==> src/rtl/pifm_pkg.sv <==
// Shared types and constants of the peak interval frequency meter.
`timescale 1ns / 1ps

package pifm_pkg;

    // Capture geometry
    localparam int CAPTURE_DEPTH = 256;
    localparam int SAMPLE_W      = 12;
    localparam int IDX_W         = $clog2(CAPTURE_DEPTH);

    // Result arithmetic
    localparam int NUM_W        = 24;
    localparam int CNT_W        = $clog2(NUM_W + 1);
    localparam int PEAKS_W      = 3;
    localparam int PEAKS_NEEDED = 4;
    localparam logic [NUM_W-1:0] RATE_RESET = NUM_W'(32000);

    // Stream packing
    localparam int S_TDATA_W = 16;
    localparam int M_TDATA_W = 32;

    // Job handed from the front end to the divider
    typedef struct packed {
        logic             found;
        logic [IDX_W-1:0] span;
    } pifm_job_t;

    // Divider sequencer states
    typedef enum logic {
        BACK_IDLE,
        BACK_DIV
    } pifm_back_state_t;

endpackage

==> src/rtl/pifm_front.sv <==
// Front end: tracks sample history, finds peaks and posts one job per capture.
`timescale 1ns / 1ps

module pifm_front (
    input  logic                          aclk,
    input  logic                          aresetn,
    input  logic                          accept,
    input  logic [pifm_pkg::SAMPLE_W-1:0] sample,
    input  logic                          first_of_capture,
    input  logic                          last_of_capture,
    output logic                          job_push,
    output pifm_pkg::pifm_job_t           job
);

    logic [pifm_pkg::SAMPLE_W-1:0] older_reg, older_next;
    logic [pifm_pkg::SAMPLE_W-1:0] newer_reg, newer_next;
    logic [1:0]                    fill_reg, fill_next;
    logic [pifm_pkg::IDX_W-1:0]    idx_reg, idx_next;
    logic [pifm_pkg::PEAKS_W-1:0]  peaks_reg, peaks_next;
    logic [pifm_pkg::IDX_W-1:0]    fpos_reg, fpos_next;
    logic                          done_reg, done_next;

    // Effective state after an optional restart
    logic [pifm_pkg::SAMPLE_W-1:0] older_eff, newer_eff;
    logic [1:0]                    fill_eff;
    logic [pifm_pkg::IDX_W-1:0]    idx_eff, fpos_eff, pos;
    logic [pifm_pkg::PEAKS_W-1:0]  peaks_eff, peaks_inc;
    logic                          done_eff, is_peak;

    always_comb begin
        older_eff = first_of_capture ? '0 : older_reg;
        newer_eff = first_of_capture ? '0 : newer_reg;
        fill_eff  = first_of_capture ? '0 : fill_reg;
        idx_eff   = first_of_capture ? '0 : idx_reg;
        peaks_eff = first_of_capture ? '0 : peaks_reg;
        fpos_eff  = first_of_capture ? '0 : fpos_reg;
        done_eff  = first_of_capture ? 1'b0 : done_reg;

        is_peak   = (fill_eff >= 2'd2) && (older_eff < newer_eff) && (newer_eff > sample);
        pos       = idx_eff - pifm_pkg::IDX_W'(1);
        peaks_inc = peaks_eff + pifm_pkg::PEAKS_W'(1);

        older_next = older_eff;
        newer_next = newer_eff;
        fill_next  = fill_eff;
        idx_next   = idx_eff;
        peaks_next = peaks_eff;
        fpos_next  = fpos_eff;
        done_next  = done_eff;
        job_push   = 1'b0;
        job.found  = 1'b0;
        job.span   = '0;

        if (!done_eff) begin
            if (is_peak) begin
                peaks_next = peaks_inc;
                if (peaks_inc == pifm_pkg::PEAKS_W'(1)) begin
                    fpos_next = pos;
                end
            end
            if (is_peak && (peaks_inc >= pifm_pkg::PEAKS_W'(pifm_pkg::PEAKS_NEEDED))) begin
                // fourth peak: hand the span to the divider, skip the rest
                job_push  = accept;
                job.found = 1'b1;
                job.span  = pos - fpos_eff;
                done_next = 1'b1;
            end else begin
                older_next = newer_eff;
                newer_next = sample;
                if (fill_eff < 2'd2) begin
                    fill_next = fill_eff + 2'd1;
                end
                if (last_of_capture ||
                    (idx_eff == pifm_pkg::IDX_W'(pifm_pkg::CAPTURE_DEPTH - 1))) begin
                    // capture ended short of four peaks
                    job_push  = accept;
                    done_next = 1'b1;
                end else begin
                    idx_next = idx_eff + pifm_pkg::IDX_W'(1);
                end
            end
        end
    end

    // Measurement state
    always_ff @(posedge aclk) begin
        if (!aresetn) begin
            older_reg <= '0;
            newer_reg <= '0;
            fill_reg  <= '0;
            idx_reg   <= '0;
            peaks_reg <= '0;
            fpos_reg  <= '0;
            done_reg  <= 1'b0;
        end else if (accept) begin
            older_reg <= older_next;
            newer_reg <= newer_next;
            fill_reg  <= fill_next;
            idx_reg   <= idx_next;
            peaks_reg <= peaks_next;
            fpos_reg  <= fpos_next;
            done_reg  <= done_next;
        end
    end

endmodule

==> src/rtl/pifm_queue.sv <==
// Two-entry job queue between the front end and the divider.
`timescale 1ns / 1ps

module pifm_queue (
    input  logic                aclk,
    input  logic                aresetn,
    input  logic                push,
    input  pifm_pkg::pifm_job_t push_job,
    input  logic                pop,
    output logic                full,
    output logic                not_empty,
    output pifm_pkg::pifm_job_t head_job
);

    pifm_pkg::pifm_job_t entry_reg [2];
    logic       wr_ptr_reg, rd_ptr_reg;
    logic [1:0] count_reg, count_next;

    assign full      = (count_reg == 2'd2);
    assign not_empty = (count_reg != 2'd0);
    assign head_job  = entry_reg[rd_ptr_reg];

    always_comb begin
        count_next = count_reg;
        if (push && !pop) begin
            count_next = count_reg + 2'd1;
        end else if (pop && !push) begin
            count_next = count_reg - 2'd1;
        end
    end

    // Pointers and fill count
    always_ff @(posedge aclk) begin
        if (!aresetn) begin
            wr_ptr_reg <= 1'b0;
            rd_ptr_reg <= 1'b0;
            count_reg  <= '0;
        end else begin
            if (push) begin
                wr_ptr_reg <= ~wr_ptr_reg;
            end
            if (pop) begin
                rd_ptr_reg <= ~rd_ptr_reg;
            end
            count_reg <= count_next;
        end
    end

    // Storage
    always_ff @(posedge aclk) begin
        if (push) begin
            entry_reg[wr_ptr_reg] <= push_job;
        end
    end

endmodule

==> src/rtl/pifm_back.sv <==
// Back end: numerator register, bit-serial divider and output register.
`timescale 1ns / 1ps

module pifm_back (
    input  logic                       aclk,
    input  logic                       aresetn,
    input  logic                       cfg_we,
    input  logic [pifm_pkg::NUM_W-1:0] cfg_wdata,
    input  logic                       job_valid,
    input  pifm_pkg::pifm_job_t        job,
    output logic                       job_pop,
    output logic                       out_valid,
    input  logic                       out_ready,
    output logic [pifm_pkg::NUM_W-1:0] out_frequency,
    output logic                       out_found
);

    logic [pifm_pkg::NUM_W-1:0] rate_numerator_reg;

    pifm_pkg::pifm_back_state_t state_reg, state_next;
    logic [pifm_pkg::NUM_W-1:0] quot_reg, quot_next;
    logic [pifm_pkg::IDX_W-1:0] rem_reg, rem_next;
    logic [pifm_pkg::IDX_W-1:0] div_reg, div_next;
    logic [pifm_pkg::CNT_W-1:0] cnt_reg, cnt_next;
    logic                       found_reg, found_next;

    logic                       out_valid_reg, out_valid_next;
    logic [pifm_pkg::NUM_W-1:0] out_freq_reg, out_freq_next;
    logic                       out_found_reg, out_found_next;

    logic [pifm_pkg::IDX_W:0]   rem_shift, rem_diff;
    logic                       out_free;

    assign out_valid     = out_valid_reg;
    assign out_frequency = out_freq_reg;
    assign out_found     = out_found_reg;

    // Scale register
    always_ff @(posedge aclk) begin
        if (!aresetn) begin
            rate_numerator_reg <= pifm_pkg::RATE_RESET;
        end else if (cfg_we) begin
            rate_numerator_reg <= cfg_wdata;
        end
    end

    // Restoring division, one quotient bit per cycle
    always_comb begin
        rem_shift = {rem_reg, quot_reg[pifm_pkg::NUM_W-1]};
        rem_diff  = rem_shift - {1'b0, div_reg};
        out_free  = !out_valid_reg || out_ready;

        state_next     = state_reg;
        quot_next      = quot_reg;
        rem_next       = rem_reg;
        div_next       = div_reg;
        cnt_next       = cnt_reg;
        found_next     = found_reg;
        out_valid_next = out_valid_reg && !out_ready;
        out_freq_next  = out_freq_reg;
        out_found_next = out_found_reg;
        job_pop        = 1'b0;

        case (state_reg)
            pifm_pkg::BACK_IDLE: begin
                if (job_valid) begin
                    job_pop    = 1'b1;
                    found_next = job.found;
                    div_next   = job.span;
                    rem_next   = '0;
                    quot_next  = job.found ? rate_numerator_reg : '0;
                    cnt_next   = job.found ? pifm_pkg::CNT_W'(pifm_pkg::NUM_W) : '0;
                    state_next = pifm_pkg::BACK_DIV;
                end
            end
            pifm_pkg::BACK_DIV: begin
                if (cnt_reg != '0) begin
                    cnt_next = cnt_reg - pifm_pkg::CNT_W'(1);
                    if (!rem_diff[pifm_pkg::IDX_W]) begin
                        rem_next  = rem_diff[pifm_pkg::IDX_W-1:0];
                        quot_next = {quot_reg[pifm_pkg::NUM_W-2:0], 1'b1};
                    end else begin
                        rem_next  = rem_shift[pifm_pkg::IDX_W-1:0];
                        quot_next = {quot_reg[pifm_pkg::NUM_W-2:0], 1'b0};
                    end
                end else if (out_free) begin
                    // quotient ready: move it to the output register
                    out_valid_next = 1'b1;
                    out_freq_next  = quot_reg;
                    out_found_next = found_reg;
                    state_next     = pifm_pkg::BACK_IDLE;
                end
            end
            default: begin
                state_next = pifm_pkg::BACK_IDLE;
            end
        endcase
    end

    // Control state
    always_ff @(posedge aclk) begin
        if (!aresetn) begin
            state_reg     <= pifm_pkg::BACK_IDLE;
            out_valid_reg <= 1'b0;
            cnt_reg       <= '0;
        end else begin
            state_reg     <= state_next;
            out_valid_reg <= out_valid_next;
            cnt_reg       <= cnt_next;
        end
    end

    // Datapath
    always_ff @(posedge aclk) begin
        quot_reg      <= quot_next;
        rem_reg       <= rem_next;
        div_reg       <= div_next;
        found_reg     <= found_next;
        out_freq_reg  <= out_freq_next;
        out_found_reg <= out_found_next;
    end

endmodule

==> src/rtl/peak_interval_frequency_meter_top.sv <==
// Peak interval frequency meter: streams capture samples, returns one frequency per capture.
//
// Input stream (s_*): one 12-bit ADC sample per item in s_tdata; s_tuser marks the
// first sample of a capture (restarts the measurement), s_tlast the last one.
// Output stream (m_*): one item per capture: m_tdata holds rate_numerator / span
// between first and fourth peak, m_tuser is 1 when four peaks were found; a capture
// that ends first gives m_tuser = 0 and a zero frequency. Later samples of a capture
// that already produced its result give nothing.
// Configuration: cfg_we with cfg_wdata writes rate_numerator; the user must do this only
// while the block is idle, the block itself does not enforce it. Throughput: one sample per
// cycle while the two-entry job queue has room. A found result holds the divider for the
// pop, the 24 quotient bits and the output load, a capture without four peaks only for
// the pop and the output load, so short captures back up into the queue, dropping s_tready.
// Result path: with an idle divider, the job of the deciding sample passes the queue, the
// pop, the quotient bits when found and the output load before m_tvalid rises.
// Reset (aresetn low, synchronous): clears the measurement, empties the queue, drops
// m_tvalid and sets rate_numerator to 32000.
// When m_tready is low the result is held; the divider finishes the next job and
// waits, and the front end keeps taking samples until the queue is full.
`timescale 1ns / 1ps

module peak_interval_frequency_meter_top (
    input  logic                              aclk,
    input  logic                              aresetn,
    input  logic                              cfg_we,
    input  logic [pifm_pkg::NUM_W-1:0]        cfg_wdata,
    input  logic                              s_tvalid,
    output logic                              s_tready,
    input  logic [pifm_pkg::S_TDATA_W-1:0]    s_tdata,   // [11:0] sample, rest zero
    input  logic                              s_tuser,   // [0] first_of_capture
    input  logic                              s_tlast,   // last_of_capture
    output logic                              m_tvalid,
    input  logic                              m_tready,
    output logic [pifm_pkg::M_TDATA_W-1:0]    m_tdata,   // [23:0] frequency, rest zero
    output logic                              m_tuser    // [0] found
);

    logic                       accept, q_full, q_not_empty, push, pop;
    pifm_pkg::pifm_job_t        push_job, head_job;
    logic [pifm_pkg::NUM_W-1:0] frequency;

    assign s_tready = !q_full;
    assign accept   = s_tvalid && s_tready;

    pifm_front u_front (
        .aclk             (aclk),
        .aresetn          (aresetn),
        .accept           (accept),
        .sample           (s_tdata[pifm_pkg::SAMPLE_W-1:0]),
        .first_of_capture (s_tuser),
        .last_of_capture  (s_tlast),
        .job_push         (push),
        .job              (push_job)
    );

    pifm_queue u_queue (
        .aclk      (aclk),
        .aresetn   (aresetn),
        .push      (push),
        .push_job  (push_job),
        .pop       (pop),
        .full      (q_full),
        .not_empty (q_not_empty),
        .head_job  (head_job)
    );

    pifm_back u_back (
        .aclk          (aclk),
        .aresetn       (aresetn),
        .cfg_we        (cfg_we),
        .cfg_wdata     (cfg_wdata),
        .job_valid     (q_not_empty),
        .job           (head_job),
        .job_pop       (pop),
        .out_valid     (m_tvalid),
        .out_ready     (m_tready),
        .out_frequency (frequency),
        .out_found     (m_tuser)
    );

    // Pad the frequency to the 32-bit m_tdata width
    assign m_tdata = {{(pifm_pkg::M_TDATA_W - pifm_pkg::NUM_W){1'b0}}, frequency};

endmodule

==> config.mk <==
export PLATFORM = sky130hd
export DESIGN_NAME = peak_interval_frequency_meter_top
export DESIGN_NICKNAME = d
export VERILOG_FILES = /design/src/rtl/pifm_pkg.sv /design/src/rtl/pifm_front.sv /design/src/rtl/pifm_queue.sv /design/src/rtl/pifm_back.sv /design/src/rtl/peak_interval_frequency_meter_top.sv
export SDC_FILE = /design/constraint.sdc
export NUM_CORES = 1
export LEC_CHECK = 0
export BUFFER_PORTS_ARGS = -buffer_cell sky130_fd_sc_hd__buf_2
export CAP_MARGIN = 25
export CORE_MARGIN = 2
export CORE_UTILIZATION = 45
export CTS_CLUSTER_DIAMETER = 80
export DETAILED_ROUTE_END_ITERATION = 7
export PLACE_DENSITY_LB_ADDON = 0.12
export SETUP_SLACK_MARGIN = 0.2
export SYNTH_ARGS = -nofsm -noshare
export SYNTH_HDL_FRONTEND = slang
export SYNTH_SLANG_ARGS = --single-unit
==> constraint.sdc <==
create_clock -name aclk -period 7.75 [get_ports aclk]
set_input_delay 0.3875 -clock aclk [delete_from_list [all_inputs] [get_ports aclk]]
set_output_delay 0.3875 -clock aclk [all_outputs]
set_load 0.02 [all_outputs]
* Yosys cells after proc, flatten, opt, wreduce, memory -nomap -nowiden
Memories as Yosys holds them, arrays and structs flattened. A register that Yosys moved wholly into a read port is not among the register bits.
Cells that the tools add are included.
** Storage, ports and cells
- Input bits :: 47
- Bits in registers :: 147
- Memories :: 1
- Bits in writable memories :: 18
- Output and inout bits :: 35
** Operators by class
- Reduce and logical (&&, ||, !) cells :: 20
- Multiplexer cells :: 57
- Bitwise logic cells :: 4
- Equality and inequality tests :: 5
- Add/subtract/negate cells :: 9
- Order comparisons :: 5
** Memories
- u_queue.entry_reg :: words 2, bits a word 9, rd ports 1, clocked after Yosys merged registers in 1, wr ports 1, RTL line pifm_queue.sv:15 : pifm_pkg::pifm_job_t entry_reg [2];
** Operators by type and width (number)
- 2-to-1 mux 8 bit :: 11
- 2-to-1 mux 12 bit :: 6
- 2-to-1 mux 24 bit :: 3
- case mux 24 bit (2 select lines) :: 1
- 2-to-1 mux 1 bit :: 19
- 2-to-1 mux 9 bit :: 2
- case mux 8 bit (2 select lines) :: 1
- 2-to-1 mux 5 bit :: 3
- greater-than comparator 12 bit :: 1
- less-than comparator 12 bit :: 1
- 2-to-1 mux 2 bit :: 6
- case mux 5 bit (2 select lines) :: 1
- 2-to-1 mux 3 bit :: 3
- subtractor 9 x 8 -> 9 bit :: 1
- adder 8 x 1 -> 8 bit, second input constant :: 1
- == test 8 bit, second input constant :: 1
- subtractor 8 x 1 -> 8 bit, second input constant :: 1
- subtractor 8 bit :: 1
- logical AND 1 bit :: 7
- logical NOT 1 bit :: 5
- nonzero test 5 bit :: 1
- subtractor 5 x 1 -> 5 bit, second input constant :: 1
- adder 2 x 1 -> 2 bit, second input constant :: 2
- inequality test 2 bit, second input constant :: 2
- 13 further kinds :: 19

* Longest topological paths before layout
- Word-level depth :: 11
- Mapped depth :: 18
- Gate-level depth less buffers :: 14

* Hierarchy
Synthesis repeated with hierarchy kept, for this count alone.
** Second synthesis, totals
- Cell total of the unflattened synthesis :: 788
- Area, all modules :: 8157.8 µm²
** Modules (own cells, without submodules)
- pifm_back :: sequential area each 2602.5 µm², area each 4130.2 µm², instances 1, cells an instance 349
- pifm_front :: sequential area each 920.9 µm², area each 3085.5 µm², instances 1, cells an instance 378
- pifm_queue :: sequential area each 640.6 µm², area each 868.3 µm², instances 1, cells an instance 50
- peak_interval_frequency_meter_top :: sequential area each 0.0 µm², area each 73.8 µm², instances 1, cells an instance 11

* Worst setup path before layout
Ideal clock, no wire load.
- Kind :: input to register
- From :: in s_tuser
- To :: mem u_queue.entry_reg[0][0] in the netlist's numbering (enable)
- Stages on the path :: 12
- Buffers on the path :: 4
- Data arrival time :: 3.264 ns
- Required time :: 7.375 ns
- Library setup time :: 0.375 ns
- Path slack :: 4.111 ns
- Cells stage by stage :: buf_6 -> clkbuf_1 -> clkbuf_1 -> nor2b_1 -> ha_1 -> and4_1 -> and4_4 -> nor4_4 -> nand3_1 -> buf_4 -> a21oi_4 -> nor2b_1
** Between the ends
- Cells in the longest elaborated chain, start to end :: 9
** Ends and longest elaborated chain
- start, declared :: RTL line peak_interval_frequency_meter_top.sv:30 : input logic s_tuser,
- 2-to-1 mux 12 bit, or another cell as far along :: RTL line pifm_front.sv:31 : older_eff = first_of_capture ? '0 : older_reg;
- less-than comparator 12 bit or >= comparator 2 bit (tied branches) :: RTL line pifm_front.sv:39 : is_peak = (fill_eff >= 2'd2) && (older_eff < newer_eff) && (newer_eff > sample);
- logical AND 1 bit (2 in a row) :: RTL line pifm_front.sv:39
- logical AND 1 bit :: RTL line pifm_front.sv:61 : if (is_peak && (peaks_inc >= pifm_pkg::PEAKS_W'(pifm_pkg::PEAKS_NEEDED))) begin
- 2-to-1 mux 1 bit :: RTL line pifm_front.sv:61
- 2-to-1 mux 1 bit * :: RTL line pifm_front.sv:54 : if (!done_eff) begin
- net push :: RTL line peak_interval_frequency_meter_top.sv:38 : logic accept, q_full, q_not_empty, push, pop;
- 2-to-1 mux 1 bit * :: RTL line pifm_queue.sv:51 : if (push) begin
- 2-to-1 mux 1 bit (implied by the code) * :: RTL line pifm_queue.sv:52 : entry_reg[wr_ptr_reg] <= push_job;
- end, declared :: RTL line pifm_queue.sv:15
The timed path passes the listed nets; every way through them passes the cells marked *.

* Worst setup path after layout
- From :: in s_tuser
- To :: mem u_queue.entry_reg[0][5] in the netlist's numbering (enable)
The elaborated chain is that of the path after synthesis.

==> summary.txt <==
status = finished clean
Main synth FF type = edfxtp_1
final setup vio count = 0
top cell type by total area after synthesis = edfxtp_1
nature of the critical path endpoint = flop
Max FO, Critical Path = 29
delay of the slowest critical-path stage = 0.64 ns
GP Congestion = 0.825
cells resized by post-CTS repair = 0
max_cap viols = 0
switching share of power = 34.1%
count leader, synth = nand2_1
routed wire length = 17,600 um
RSZ-0062 raised after global routing = no
initial antenna violation count = 0
IO Pins = 82
DRC = 0
initial cell density of the core = 45.6%
post-route ant nets = 0
number of global-route vias before repair = 6,061
Die H = 141 um
Post-synth EDFFs = 84
clock buffer count from CTS = 17
crit path DAT = 4.30 ns
Die Span X = 141 um
post-synthesis area per instance = 9.92 sq um
post-route cell area = 9510 sq um
Max-slew headroom = 33.4%
Setup WS pre-CTS = 3.03 ns
most used cell, CP = inv_1
ant diodes = 0
Sink Count = 166
fin util = 51.4%
Clock Root Buffer = clkbuf_16
post-synthesis to final-layout area growth = 12.8%
first-pass GRT wire length = 29,400 um
crit path launch type = input pin
core box area = 18,500 sq um
sequential area share after synthesis = 49.4%
gr ovfl total = 0
Sum Neg Setup Slack = 0 ns
synthesized instance count = 850
Synthesis Warnings = 0
net count reported at finish = 992
CP delay by family, top = simple AND/OR/NAND/NOR gates
switching pwr = 1.08 mW
Core Rows = 50
Final Non-Filler Cells = 1,146
maximum VDD drop = 166 uV
Buf/Inv on CP = 3
Logic pwr share = 30.6%
clk buf depth = 2
Seq cells post-synth = 166
CP required = 7.79 ns
fraction of registers with async set/reset = 0%
CTS tree = built
Slew Viols, Final = 0
clk_lat worst skew = 0.42 ns
port bufs = 69
Worst Hold Class = in -> reg
pin count of the biggest net entering global routing = 71
Post-CTS Setup Bufs = 0
Slew @ Worst Pin = 0.998 ns
min cycle time layout = 4.26 ns
sequential power share = 43.0%
Leak = 3.85 nW
CP Cell Sequence = buf_2 -> inv_1 -> nand2_1 -> inv_1 -> ha_1 -> and2_1 -> mux2i_1 -> o32ai_1 -> nor4_4 -> nand3_1 -> a21oi_4 -> nor2b_1
Hold Buf Count CTS = 0
Netlist cell types = 65
area of the mapped netlist = 8440 sq um
post-DP HPWL = 12,000 um
wire per inst = 15.4 um
share of cells above drive strength 1 = 16.0%
DP Cell Count = 1,112
worst-case clock skew = 0.0106 ns
first-pass iteration count of the detailed router = 5
Clock power frac = 26.4%
kind of critical path = in -> reg
Max Clk Rate = 0.235 GHz
DRT iter0 DRCs = 345
Die ar. = 19,900 sq um
Setup WS post-layout = 3.49 ns
final hold viol count = 0
synth top area cells = edfxtp_1, dfxtp_1, ha_1
period utilization = 54.9%
vias per cell = 5.36
Critical Path Slowest Stage Cell = nor2b_1
Yosys top cell area share = 29.9%
clock slew seen by the registers of the worst setup and hold paths = 0.07 ns
DR vias = 6,143
Total Routing Usage GR = 18.3%
P per Cell Area = 332 nW/um^2
Internal = 2.08 mW
Cell Area, Placed = 8880 sq um
most frequent cells after synthesis = nand2_1, edfxtp_1, dfxtp_1, a21oi_1, o21ai_0
htree depth = 4
-- layout by cell type, fill, tap and decap left out, types with 8 or more instances in the layout --
cell type	netlist	layout
a221oi_2	8	8
nand3_1	26	26
mux2_2	9	9
ha_1	44	44
nand4_1	10	10
o21ai_0	60	60
nand2_1	112	112
nor3_1	10	10
mux2i_1	37	37
dfxtp_1	82	81
nor2_1	55	54
buf_2	4	69
nor2b_1	31	31
clkbuf_16	0	17
xnor2_1	11	11
inv_1	48	48
a21oi_1	62	62
edfxtp_1	84	84
conb_1	1	8
-- layout make-up --
cell class,count,area [sq um]
clock buffer,20,437
clock inverter,12,141
fill,1690,9000
inverter,50,188
multi-input combinational,586,3840
sequential,166,4170
tap,234,293
timing repair buffer,78,453
-- metrics by stage --
stage               total power [mW]  hold WS, ns
finish                          3.16        0.187
global route                    3.36        0.174
CTS                             3.18        0.170
detailed placement              2.33        0.405
global placement                2.29        0.414
floorplan                       2.07        0.400
-- per-layer routing --
layer	wire length, um	GRT usage (%)	up-vias
met3	710	4.52	13
li1	-	-	3088
met1	8100	23.1	2905
met4	185	4.95	0
met2	8640	31.6	137
met5	0	0	-
-- power groups by stage --
stage                     Combinational, mW  Clock, mW  Sequential, mW
after global routing                   1.09      0.891            1.39
after CTS                             0.946      0.856            1.38
after floorplan                       0.682          0            1.39
after detailed placement              0.939          0            1.39
after global placement                0.907          0            1.38
final                                 0.969      0.834            1.36
-- worst paths after layout --
| check | from | endpoint | slack (ns) | cells after the start |
|---|---|---|---|---|
| setup reg to reg | u_front.newer_reg[8]$_SDFFE_PN0P_ | u_queue.entry_reg[0][5]$_DFFE_PP_ | 4.35 | 9 |
| setup / recovery | s_tuser | u_queue.entry_reg[0][5]$_DFFE_PP_ | 3.49 | 12 |
| hold / removal | cfg_wdata[13] | u_back.rate_numerator_reg[13]$_SDFFE_PN1P_ | 0.19 | 3 |
| hold reg to reg | u_back.found_reg$_DFFE_PP_ | u_back.out_found$_DFFE_PP_ | 0.41 | 0 |
-- cells by family (layout without fill, tap and decap cells) --
family | count (synthesis) | in the layout | synth area share (%)
fa+ha+maj | 46 | 46 | 7.00
xor+xnor | 19 | 19 | 2.06
mux | 46 | 46 | 5.59
compound gates | 174 | 174 | 12.9
simple gates | 293 | 293 | 17.5
flops | 166 | 166 | 49.4
other cells | 1 | 8 | 0.0445
buf+inv | 105 | 160 | 5.49
-- tightest hold or removal path, stage by stage --
cell     delay (ns)
buf_2          0.08
mux2i_1        0.05
nand2_1        0.06
No activity file was read; power rests on OpenSTA's default activity.
